`src/design/wffd_pkg.sv`:
```
`timescale 1ns / 1ps
// ----------------------------------------------------------------------------
// wffd_pkg: shared types and constants of the workgroup dispatcher
// Sizes, opcodes, status codes, register indexes and the descriptor layout.
// ----------------------------------------------------------------------------
package wffd_pkg;

  localparam int SM_COUNT   = 8;
  localparam int FIFO_DEPTH = 8;

  localparam int SM_IW  = (SM_COUNT > 1) ? $clog2(SM_COUNT) : 1;
  localparam int FP_W   = (FIFO_DEPTH > 1) ? $clog2(FIFO_DEPTH) : 1;
  localparam int CNT_W  = $clog2(FIFO_DEPTH + 1);

  localparam logic [15:0] LDS_RST   = 16'hFFFF;
  localparam logic [11:0] SGPR_RST  = 12'hFFF;
  localparam logic [11:0] VGPR_RST  = 12'hFFF;
  localparam logic [5:0]  WARPS_RST = 6'd32;

  typedef enum logic [1:0] {
    OP_ENQ      = 2'd0,
    OP_DISPATCH = 2'd1,
    OP_RELOAD   = 2'd2
  } opcode_t;

  typedef enum logic [2:0] {
    STS_ENQUEUED   = 3'd0,
    STS_REFUSED    = 3'd1,
    STS_DISPATCHED = 3'd2,
    STS_NO_FIT     = 3'd3,
    STS_EMPTY      = 3'd4,
    STS_RELOADED   = 3'd5
  } status_t;

  typedef enum logic [1:0] {
    CFG_LDS   = 2'd0,
    CFG_SGPR  = 2'd1,
    CFG_VGPR  = 2'd2,
    CFG_WARPS = 2'd3
  } cfg_idx_t;

  typedef struct packed {
    logic [11:0] vgpr;
    logic [11:0] sgpr;
    logic [15:0] lds;
    logic [5:0]  warps;
    logic [15:0] id;
  } wg_desc_t;

  function automatic logic [FP_W-1:0] ptr_bump(input logic [FP_W-1:0] p);
    logic [FP_W-1:0] r;
    if (p == FP_W'(FIFO_DEPTH - 1)) begin
      r = '0;
    end else begin
      r = p + 1'b1;
    end
    return r;
  endfunction

endpackage

```
`src/design/workgroup_first_fit_dispatcher.sv`:
```
`timescale 1ns / 1ps
// Each transaction passes from IDLE through EXEC, then SCAN for a dispatch with a
// non-empty FIFO, then DONE; a dispatch scans up to SM_COUNT SM records through
// the shared fit comparator. DONE holds while a result waits on out_tready, and a
// new transaction is taken only back in IDLE; in_tready is high only when idle.
// Reset (rst_n low, synchronous): FIFO empty, all SMs free with reset resources,
// registers at reset values, no result pending.
// ----------------------------------------------------------------------------
// workgroup_first_fit_dispatcher: first-fit workgroup dispatcher
// Queues workgroup descriptors and places the head on the first free SM whose
// remaining resources cover it, scanning SM records through one comparator.
// ----------------------------------------------------------------------------
module workgroup_first_fit_dispatcher (
  input  logic        clk,
  input  logic        rst_n,
  input  logic        in_tvalid,
  output logic        in_tready,
  // wg_id[15:0], wg_warps[21:16], wg_lds[37:22], wg_sgpr[49:38], wg_vgpr[61:50]
  input  logic [63:0] in_tdata,
  // opcode[1:0]
  input  logic [1:0]  in_tuser,
  output logic        out_tvalid,
  input  logic        out_tready,
  // sm_index[2:0], dispatched_id[18:3], first_warp[23:19], warp_count[29:24],
  // any_sm_free[30], fifo_level[34:31]
  output logic [39:0] out_tdata,
  // status[2:0]
  output logic [2:0]  out_tuser,
  input  logic        cfg_we,
  input  logic [1:0]  cfg_index,
  input  logic [15:0] cfg_wdata
);

  import wffd_pkg::*;

  typedef enum logic [3:0] {
    ST_IDLE = 4'b0001,
    ST_EXEC = 4'b0010,
    ST_SCAN = 4'b0100,
    ST_DONE = 4'b1000
  } state_t;

  state_t state_r, state_nxt;

  logic [15:0] lds_cfg_r;
  logic [11:0] sgpr_cfg_r;
  logic [11:0] vgpr_cfg_r;
  logic [5:0]  warps_cfg_r;

  opcode_t     op_r;
  wg_desc_t    desc_r;
  wg_desc_t    fifo_mem [FIFO_DEPTH];
  logic [FP_W-1:0]  head_r, tail_r;
  logic [CNT_W-1:0] count_r;

  logic [SM_COUNT-1:0] sm_busy_r;
  logic [15:0] lds_left_r   [SM_COUNT];
  logic [11:0] sgpr_left_r  [SM_COUNT];
  logic [11:0] vgpr_left_r  [SM_COUNT];
  logic [5:0]  warps_left_r [SM_COUNT];
  logic [5:0]  next_slot_r  [SM_COUNT];

  logic [SM_IW-1:0] scan_idx_r;

  status_t     res_status_r;
  logic [2:0]  res_sm_r;
  logic [15:0] res_id_r;
  logic [4:0]  res_fw_r;
  logic [5:0]  res_wc_r;

  logic        out_tvalid_r;
  status_t     out_status_r;
  logic [2:0]  out_sm_r;
  logic [15:0] out_id_r;
  logic [4:0]  out_fw_r;
  logic [5:0]  out_wc_r;
  logic        out_free_r;
  logic [3:0]  out_level_r;

  logic        fit;
  logic        scan_last;
  logic        out_slot_free;
  logic [31:0] idx_wide;
  logic [31:0] count_wide;

  assign fit           = !sm_busy_r[scan_idx_r]
                      && (desc_r.lds   <= lds_left_r[scan_idx_r])
                      && (desc_r.sgpr  <= sgpr_left_r[scan_idx_r])
                      && (desc_r.vgpr  <= vgpr_left_r[scan_idx_r])
                      && (desc_r.warps <= warps_left_r[scan_idx_r]);
  assign scan_last     = (scan_idx_r == SM_IW'(SM_COUNT - 1));
  assign out_slot_free = !out_tvalid_r || out_tready;
  assign idx_wide      = 32'(scan_idx_r);
  assign count_wide    = 32'(count_r);

  assign in_tready  = (state_r == ST_IDLE);
  assign out_tvalid = out_tvalid_r;
  assign out_tuser  = out_status_r;
  assign out_tdata  = {5'b0, out_level_r, out_free_r, out_wc_r, out_fw_r, out_id_r, out_sm_r};

  always_ff @(posedge clk) begin
    if (!rst_n) begin
      lds_cfg_r   <= LDS_RST;
      sgpr_cfg_r  <= SGPR_RST;
      vgpr_cfg_r  <= VGPR_RST;
      warps_cfg_r <= WARPS_RST;
    end else if (cfg_we) begin
      case (cfg_idx_t'(cfg_index))
        CFG_LDS:   lds_cfg_r   <= cfg_wdata;
        CFG_SGPR:  sgpr_cfg_r  <= cfg_wdata[11:0];
        CFG_VGPR:  vgpr_cfg_r  <= cfg_wdata[11:0];
        CFG_WARPS: warps_cfg_r <= cfg_wdata[5:0];
        default: ;
      endcase
    end
  end

  always_comb begin
    state_nxt = state_r;
    case (state_r)
      ST_IDLE: begin
        if (in_tvalid) state_nxt = ST_EXEC;
      end
      ST_EXEC: begin
        if (op_r == OP_DISPATCH && count_r != '0) state_nxt = ST_SCAN;
        else state_nxt = ST_DONE;
      end
      ST_SCAN: begin
        if (fit || scan_last) state_nxt = ST_DONE;
      end
      ST_DONE: begin
        if (out_slot_free) state_nxt = ST_IDLE;
      end
      default: state_nxt = ST_IDLE;
    endcase
  end

  always_ff @(posedge clk) begin
    if (!rst_n) begin
      state_r      <= ST_IDLE;
      head_r       <= '0;
      tail_r       <= '0;
      count_r      <= '0;
      sm_busy_r    <= '0;
      out_tvalid_r <= 1'b0;
      for (int i = 0; i < SM_COUNT; i++) begin
        lds_left_r[i]   <= LDS_RST;
        sgpr_left_r[i]  <= SGPR_RST;
        vgpr_left_r[i]  <= VGPR_RST;
        warps_left_r[i] <= WARPS_RST;
        next_slot_r[i]  <= '0;
      end
    end else begin
      state_r <= state_nxt;
      if (out_tvalid_r && out_tready && state_r != ST_DONE) out_tvalid_r <= 1'b0;
      case (state_r)
        ST_IDLE: begin
          if (in_tvalid) begin
            op_r   <= opcode_t'(in_tuser);
            desc_r <= wg_desc_t'(in_tdata[61:0]);
          end
        end
        ST_EXEC: begin
          res_sm_r   <= '0;
          res_id_r   <= '0;
          res_fw_r   <= '0;
          res_wc_r   <= '0;
          scan_idx_r <= '0;
          case (op_r)
            OP_ENQ: begin
              if (count_r == CNT_W'(FIFO_DEPTH)) begin
                res_status_r <= STS_REFUSED;
              end else begin
                fifo_mem[tail_r] <= desc_r;
                tail_r           <= ptr_bump(tail_r);
                count_r          <= count_r + 1'b1;
                res_status_r     <= STS_ENQUEUED;
              end
            end
            OP_DISPATCH: begin
              if (count_r == '0) res_status_r <= STS_EMPTY;
              else desc_r <= fifo_mem[head_r];
            end
            OP_RELOAD: begin
              sm_busy_r <= '0;
              for (int i = 0; i < SM_COUNT; i++) begin
                lds_left_r[i]   <= lds_cfg_r;
                sgpr_left_r[i]  <= sgpr_cfg_r;
                vgpr_left_r[i]  <= vgpr_cfg_r;
                warps_left_r[i] <= warps_cfg_r;
                next_slot_r[i]  <= '0;
              end
              res_status_r <= STS_RELOADED;
            end
            default: res_status_r <= STS_REFUSED;
          endcase
        end
        ST_SCAN: begin
          if (fit) begin
            sm_busy_r[scan_idx_r]    <= 1'b1;
            lds_left_r[scan_idx_r]   <= lds_left_r[scan_idx_r] - desc_r.lds;
            sgpr_left_r[scan_idx_r]  <= sgpr_left_r[scan_idx_r] - desc_r.sgpr;
            vgpr_left_r[scan_idx_r]  <= vgpr_left_r[scan_idx_r] - desc_r.vgpr;
            warps_left_r[scan_idx_r] <= warps_left_r[scan_idx_r] - desc_r.warps;
            next_slot_r[scan_idx_r]  <= next_slot_r[scan_idx_r] + desc_r.warps;
            head_r       <= ptr_bump(head_r);
            count_r      <= count_r - 1'b1;
            res_status_r <= STS_DISPATCHED;
            res_sm_r     <= idx_wide[2:0];
            res_id_r     <= desc_r.id;
            res_fw_r     <= next_slot_r[scan_idx_r][4:0];
            res_wc_r     <= desc_r.warps;
          end else if (scan_last) begin
            res_status_r <= STS_NO_FIT;
          end else begin
            scan_idx_r <= scan_idx_r + 1'b1;
          end
        end
        ST_DONE: begin
          if (out_slot_free) begin
            out_tvalid_r <= 1'b1;
            out_status_r <= res_status_r;
            out_sm_r     <= res_sm_r;
            out_id_r     <= res_id_r;
            out_fw_r     <= res_fw_r;
            out_wc_r     <= res_wc_r;
            out_free_r   <= ~&sm_busy_r;
            out_level_r  <= count_wide[3:0];
          end
        end
        default: ;
      endcase
    end
  end

`ifndef SYNTHESIS
  a_count_bound: assert property (@(posedge clk) disable iff (!rst_n)
    count_r <= CNT_W'(FIFO_DEPTH))
    else $error("descriptor count exceeds FIFO depth");

  a_ptr_match: assert property (@(posedge clk) disable iff (!rst_n)
    (count_r == '0 || count_r == CNT_W'(FIFO_DEPTH)) |-> head_r == tail_r)
    else $error("FIFO pointers disagree with count");

  a_pick_busy: assert property (@(posedge clk) disable iff (!rst_n)
    (state_r == ST_SCAN && fit) |=> sm_busy_r[$past(scan_idx_r)])
    else $error("dispatched SM not marked busy");

  a_reload_free: assert property (@(posedge clk) disable iff (!rst_n)
    (state_r == ST_EXEC && op_r == OP_RELOAD) |=> sm_busy_r == '0)
    else $error("reload left an SM busy");
`endif

endmodule

```
`config.mk`:
```
export PLATFORM = sky130hd
export DESIGN_NAME = workgroup_first_fit_dispatcher
export DESIGN_NICKNAME = d
export VERILOG_FILES = /design/src/design/wffd_pkg.sv /design/src/design/workgroup_first_fit_dispatcher.sv
export SDC_FILE = /design/constraint.sdc
export NUM_CORES = 1
export LEC_CHECK = 0
export BUFFER_PORTS_ARGS = -buffer_cell sky130_fd_sc_hd__buf_2
export CELL_PAD_IN_SITES_DETAIL_PLACEMENT = 2
export CELL_PAD_IN_SITES_GLOBAL_PLACEMENT = 2
export CORE_AREA = 2 2 322 324
export DETAILED_ROUTE_END_ITERATION = 10
export DIE_AREA = 0 0 324 326
export HOLD_SLACK_MARGIN = 0.05
export PLACE_DENSITY_LB_ADDON = 0.1
export SLEW_MARGIN = 20
export SYNTH_ARGS = -nofsm -noshare
export SYNTH_HDL_FRONTEND = slang
export SYNTH_SLANG_ARGS = --single-unit
```
`constraint.sdc`:
```
create_clock -name clk -period 10.9 [get_ports clk]
set_input_delay 0.545 -clock clk [delete_from_list [all_inputs] [get_ports clk]]
set_output_delay 0.545 -clock clk [all_outputs]
set_load 0.02 [all_outputs]
```
==> run summary, run 1 <==
critical path class -> reg -> reg
Routed WL -> 149 mm
Num CTS Buffers -> 118
Max Buffers Root-to-Sink -> 3
H-tree levels -> 3
Core Area -> 103000 um2
first-pass GRT wire length -> 217 mm
ANT cells -> 0
nets -> 3239
drt pass-1 iters -> 7
DR iter-0 viols -> 2328
drt wl/cell -> 32.6 um
maximum vdd drop -> 146 uV
outcome -> complete, no violations
cell area after synthesis -> 47600 um2
Hold EP -> lds_cfg_r[14]
clock skew -> 0.0333 ns
Crit-path slowest cell -> dfxtp_4
count of cell types in the netlist -> 71
ys async rst share -> 0
vias in the first global route -> 31065
flop2flop setup slack -> 3.85 ns
Yosys Warn Count -> 0
EDFF count, synth -> 1042
register area share after synthesis -> 0.689
Final GP Congestion -> 0.746
Horiz. Die Dim -> 324 um
Synth Instances -> 2951
most frequent cell after synthesis -> edfxtp_1
Pwr Density -> 172 nW/um2
min-delay src -> cfg_wdata[14]
path depth of the worst reg2reg path -> 12
placed wire-length estimate -> 86.3 mm
Highest Clock Rate -> 142 MHz
crit end category -> flop
Slew Viols, Final -> 0
Worst Path Arrival -> 7.39 ns
setup_tns -> 0 ns
Die Y-Extent -> 326 um
die area -> 106000 um2
worst-path fanout max -> 66
final worst slack -> 3.85 ns
critical path required time -> 11.23 ns
leakage -> 16.7 nW
FF+latch count, synth -> 1117
Initial Util -> 0.464
Slew @ Worst Pin -> 1.10 ns
initial antenna violation count -> 1
Setup Buffers After CTS -> 0
CP cell instances -> buf_12 > mux4_2 > mux2_2 > ha_1 > nand2b_1 > a21oi_2 > a41oi_1 > o31a_1 > a211oi_2 > nand4_1 > nand2_2 > buf_4
# fillers -> 9178
Final Hold Viols -> 0
synth top area cells -> edfxtp_1, mux4_2, a21oi_1, mux2i_1, dfxtp_1
pre-CTS WS -> 3.92 ns
Worst-path clk slew -> 0.06 ns
DR DRC count -> 0
Hold Crit Depth -> 3
layout cells sized above 1 -> 0.212
Worst Hold Class -> in -> reg
Period minus WS final -> 7.05 ns
clk_lat worst skew -> 0.74 ns
routed vias/inst -> 6.15
top_reg_cell synth -> edfxtp_1
top cell type's share of synthesized area -> 0.657
largest net degree at the start of global routing -> 96
number of primary I/O pins -> 134
worst rel slew slack -> 0.264
RSZ-0062 raised after global routing -> no
I/O Buffers -> 126
CP startpoint kind -> flop
max-cap violations -> 0
Area Growth Syn to Fin -> 12.7%
grt ovf -> 0
detailed-route via count -> 28066
Setup-failing EPs final -> 0
Critical Path Max Stage Delay -> 0.90 ns
fin crit share -> 0.647
root buf cell -> clkbuf_16
CTS tree -> yes
standard-cell row count -> 118
end of the worst register-to-register path -> lds_left_r[3][14]
most frequent cells after synthesis -> edfxtp_1, a21oi_1, mux4_2, nor2_1, mux2i_1
CTS Sinks -> 1117
Synth area leader -> edfxtp_1
post-route ant nets -> 0
syn avg cell area -> 16.1 um2
total global-route track usage -> 0.284
-- cells in the final DEF, fill, tap and decap left out, types with 15 or more instances in the layout --
cell type	count
buf_4	49
mux2_2	44
nor2_1	177
xnor2_1	15
clkinv_2	28
dfxtp_1	69
clkinv_1	25
inv_1	67
mux4_2	226
clkbuf_1	24
nand2_1	140
xor2_1	21
ha_1	62
clkbuf_8	15
edfxtp_1	1042
mux2i_1	176
nor3_1	47
buf_2	126
and2_1	35
a21oi_1	360
nand2b_1	17
o21ai_1	15
clkbuf_16	121
o21ai_0	42
a21o_1	16
nand3_1	62
-- cell families after synthesis --
group,share of synthesized area
AO/OA/AOI/OAI,0.0545
XOR/XNOR,0.00662
adder cells (fa/ha/maj),0.0188
buffers and inverters,0.0210
flip-flops,0.689
multiplexers,0.154
other,0.0000788
AND/OR/NAND/NOR,0.0559
-- worst max-delay path by stage --
stage                              to  cells after the start
floorplan              fifo_mem[1][0]                      4
global placement     lds_left_r[4][9]                     12
detailed placement   lds_left_r[4][7]                     12
CTS                 lds_left_r[4][14]                     12
global route        lds_left_r[4][14]                     12
finish              lds_left_r[3][14]                     12
-- worst max-delay path: cells and delay by family (launching register included) --
kind / cells / cell delay, ns
buffers and inverters: 2 / 1.30
multiplexers: 2 / 0.92
adder cells (fa/ha/maj): 1 / 0.40
flip-flops: 1 / 0.90
AO/OA/AOI/OAI: 4 / 1.46
AND/OR/NAND/NOR: 3 / 1.47
-- layer usage --
layer	routed length (um)	vias to the layer above	track usage
met5	0	-	0
met4	4010	0	0.0774
met3	7410	230	0.0329
met2	75200	957	0.485
met1	62100	15081	0.385
li1	-	11798	-
-- power by group --
part	total (mW)	switching, mW	internal (mW)
logic	0.481	0.347	0.134
clock network	3.95	1.75	2.20
registers	4.81	0.0715	4.74
-- final cells by class --
class                   count  area, um2  share of cell area
flip-flops and latches   1117      32800               0.611
multi-input cells        1595      14000               0.261
clock buffers             160       3320              0.0620
well taps                1380       1730              0.0322
repair buffers            182       1090              0.0203
clock inverters            61        430             0.00802
inverters                  68        256             0.00478
-- stage by stage --
step,total power [mW],util,instances,hold WS (ns),cell area [um2]
2_1_floorplan,5.15,-,2955,0.400,47600
3_3_place_gp,5.33,0.486,4337,0.404,49800
3_5_place_dp,5.37,0.486,4337,0.411,49800
4_1_cts,9.30,0.523,4563,0.0646,53600
5_1_grt,9.48,0.523,4563,0.0953,53700
6_report,9.24,0.523,4563,0.101,53700
-- registers in the layout, summed over array words and instances (netlist names), 8 cells and up, named ones only --
name and flops:
out_id_r 16, warps_left_r 48, res_id_r 16, sgpr_cfg_r 12, fifo_mem 496, sgpr_left_r 96, lds_left_r 128, sm_busy_r 8
lds_cfg_r 16, desc_r 62, vgpr_left_r 96, vgpr_cfg_r 12, next_slot_r 40
-- repair_timing --
item                                   4_1_cts  5_1_grt
endpoints found under the hold margin        5        0
gates resized for setup                      0        0
hold buffers                                 5        0
Power figures use the tool's default switching activity.
==> run 2, diff against run 1 <==
Clock period 10.9 ns to 7.2 ns, I/O delays scaled along.
==> run summary, run 2 (synthesized netlist as in run 1, its figures left out) <==
Gate power share -> 0.053
Initial Util -> 0.464
Pwr Density -> 267 nW/um2
CTS tree -> yes
Area Growth Syn to Fin -> 15.1%
DR iter-0 viols -> 2592
final worst slack -> 0.928 ns
worst-path fanout max -> 31
H-tree levels -> 3
Hold Crit Depth -> 3
drt wl/cell -> 34.9 um
flop2flop setup slack -> 0.93 ns
routed vias/inst -> 6.23
root buf cell -> clkbuf_16
Worst-path clk slew -> 0.07 ns
Slew Viols, Final -> 0
die area -> 106000 um2
first-pass GRT wire length -> 233 mm
maximum vdd drop -> 204 uV
CP cell instances -> buf_4 > mux4_2 > mux2_2 > ha_1 > nand3_1 > nand3b_1 > o21ai_0 > buf_4 > a211o_1 > nor4_4 > buf_4 > a21oi_1
Setup-failing EPs final -> 0
Highest Clock Rate -> 159 MHz
clock skew -> 0.0468 ns
Worst Path Arrival -> 6.68 ns
Final GP Congestion -> 0.773
biggest regs -> fifo_mem (496), lds_left_r (128)
Top reg by flops -> fifo_mem
power share of the clock group -> 0.449
Design Power -> 14.7 mW
highest-count cells in the layout ignoring fill and taps -> edfxtp_1, a21oi_1, mux4_2, mux2i_1, nor2_1
most common cell after layout, fill and taps aside -> edfxtp_1
Power Internal -> 11.2 mW
I/O Buffers -> 126
standard-cell row count -> 118
clk_lat worst skew -> 0.75 ns
Period minus WS final -> 6.27 ns
setup_tns -> 0 ns
sw power -> 3.50 mW
pre-CTS WS -> 0.941 ns
fin crit share -> 0.871
Core Area -> 103000 um2
critical path required time -> 7.61 ns
Crit-path slowest cell -> nor4_4
CTS Sinks -> 1117
Critical Path Stages -> 12
Max Buffers Root-to-Sink -> 3
critical path class -> reg -> reg
part of the power in registers -> 0.497
detailed-route via count -> 28970
CP startpoint kind -> flop
PostCTS Resize Cnt -> 0
Final Hold Viols -> 0
DR DRC count -> 0
grt ovf -> 0
largest net degree at the start of global routing -> 131
Horiz. Die Dim -> 324 um
number of primary I/O pins -> 134
Critical Path Max Stage Delay -> 0.94 ns
drt pass-1 iters -> 6
CTS Hold Buffers Added -> 57
leakage -> 17.2 nW
Largest register FFs -> 496
outcome -> complete, no violations
Setup Buffers After CTS -> 0
Post-DP Area -> 50100 um2
Routed WL -> 162 mm
worst rel slew slack -> 0.320
post-route ant nets -> 0
Buf+Inv Stages, Crit Path -> 3
Slew @ Worst Pin -> 1.02 ns
path depth of the worst reg2reg path -> 12
RSZ-0062 raised after global routing -> no
crit end category -> flop
nets -> 3321
placed wire-length estimate -> 87.9 mm
CP top delay family -> buffers and inverters
total global-route track usage -> 0.309
Die Y-Extent -> 326 um
vias in the first global route -> 31964
initial antenna violation count -> 7
final hold slack -> 0.0431 ns
layout cells sized above 1 -> 0.217
Worst Hold Class -> in -> reg
cell mode on critical path -> buf_4
max-cap violations -> 0
switching portion of total power -> 0.239
Num CTS Buffers -> 120
final instance area -> 54800 um2
==> run 2: per-layer routing <==
layer / global-route usage / vias to the layer above / routed length (um)
li1: - / 11969 / -
met4: 0.102 / 6 / 5600
met2: 0.517 / 1128 / 80900
met3: 0.0622 / 330 / 10800
met1: 0.404 / 15537 / 64800
met5: 0 / - / 37
==> run 2: layout make-up <==
type | count | area [um2]
fill | 9102 | 47800
sequential | 1117 | 32800
multi-input combinational | 1595 | 14000
clock buffer | 158 | 3250
timing repair buffer | 262 | 1940
tap | 1380 | 1730
clock inverter | 68 | 793
inverter | 68 | 256
antenna | 1 | 2.50
==> run 2: stage by stage <==
step | utilization | cells
2_1_floorplan | - | 2955
3_3_place_gp | 0.489 | 4363
3_5_place_dp | 0.489 | 4363
4_1_cts | 0.534 | 4646
5_1_grt | 0.534 | 4649
6_report | 0.534 | 4649
==> run 2: path summary, 6_finish.rpt <==
check	end	startpoint
setup / recovery	lds_left_r[0][7]	flop
hold / removal	desc_r[15]	in_tdata[15]
setup reg to reg	lds_left_r[0][7]	flop
hold reg to reg	out_wc_r[1]	res_wc_r[1]
==> run 2: power groups by stage <==
stage | Clock [mW] | Sequential [mW] | Combinational [mW]
2_1_floorplan | 0 | 7.36 | 0.435
3_3_place_gp | 0 | 7.39 | 0.688
3_5_place_dp | 0 | 7.41 | 0.727
5_1_grt | 6.88 | 7.29 | 0.838
4_1_cts | 6.60 | 7.28 | 0.769
6_report | 6.58 | 7.29 | 0.780
==> run 2: worst reg2reg max path, delay by kind of cell, from the launching register on <==
kind / cells / cell delay (ns)
buffers and inverters: 3 / 1.47
adder cells (fa/ha/maj): 1 / 0.45
AO/OA/AOI/OAI: 3 / 1.30
AND/OR/NAND/NOR: 3 / 1.24
flip-flops: 1 / 0.62
multiplexers: 2 / 0.88
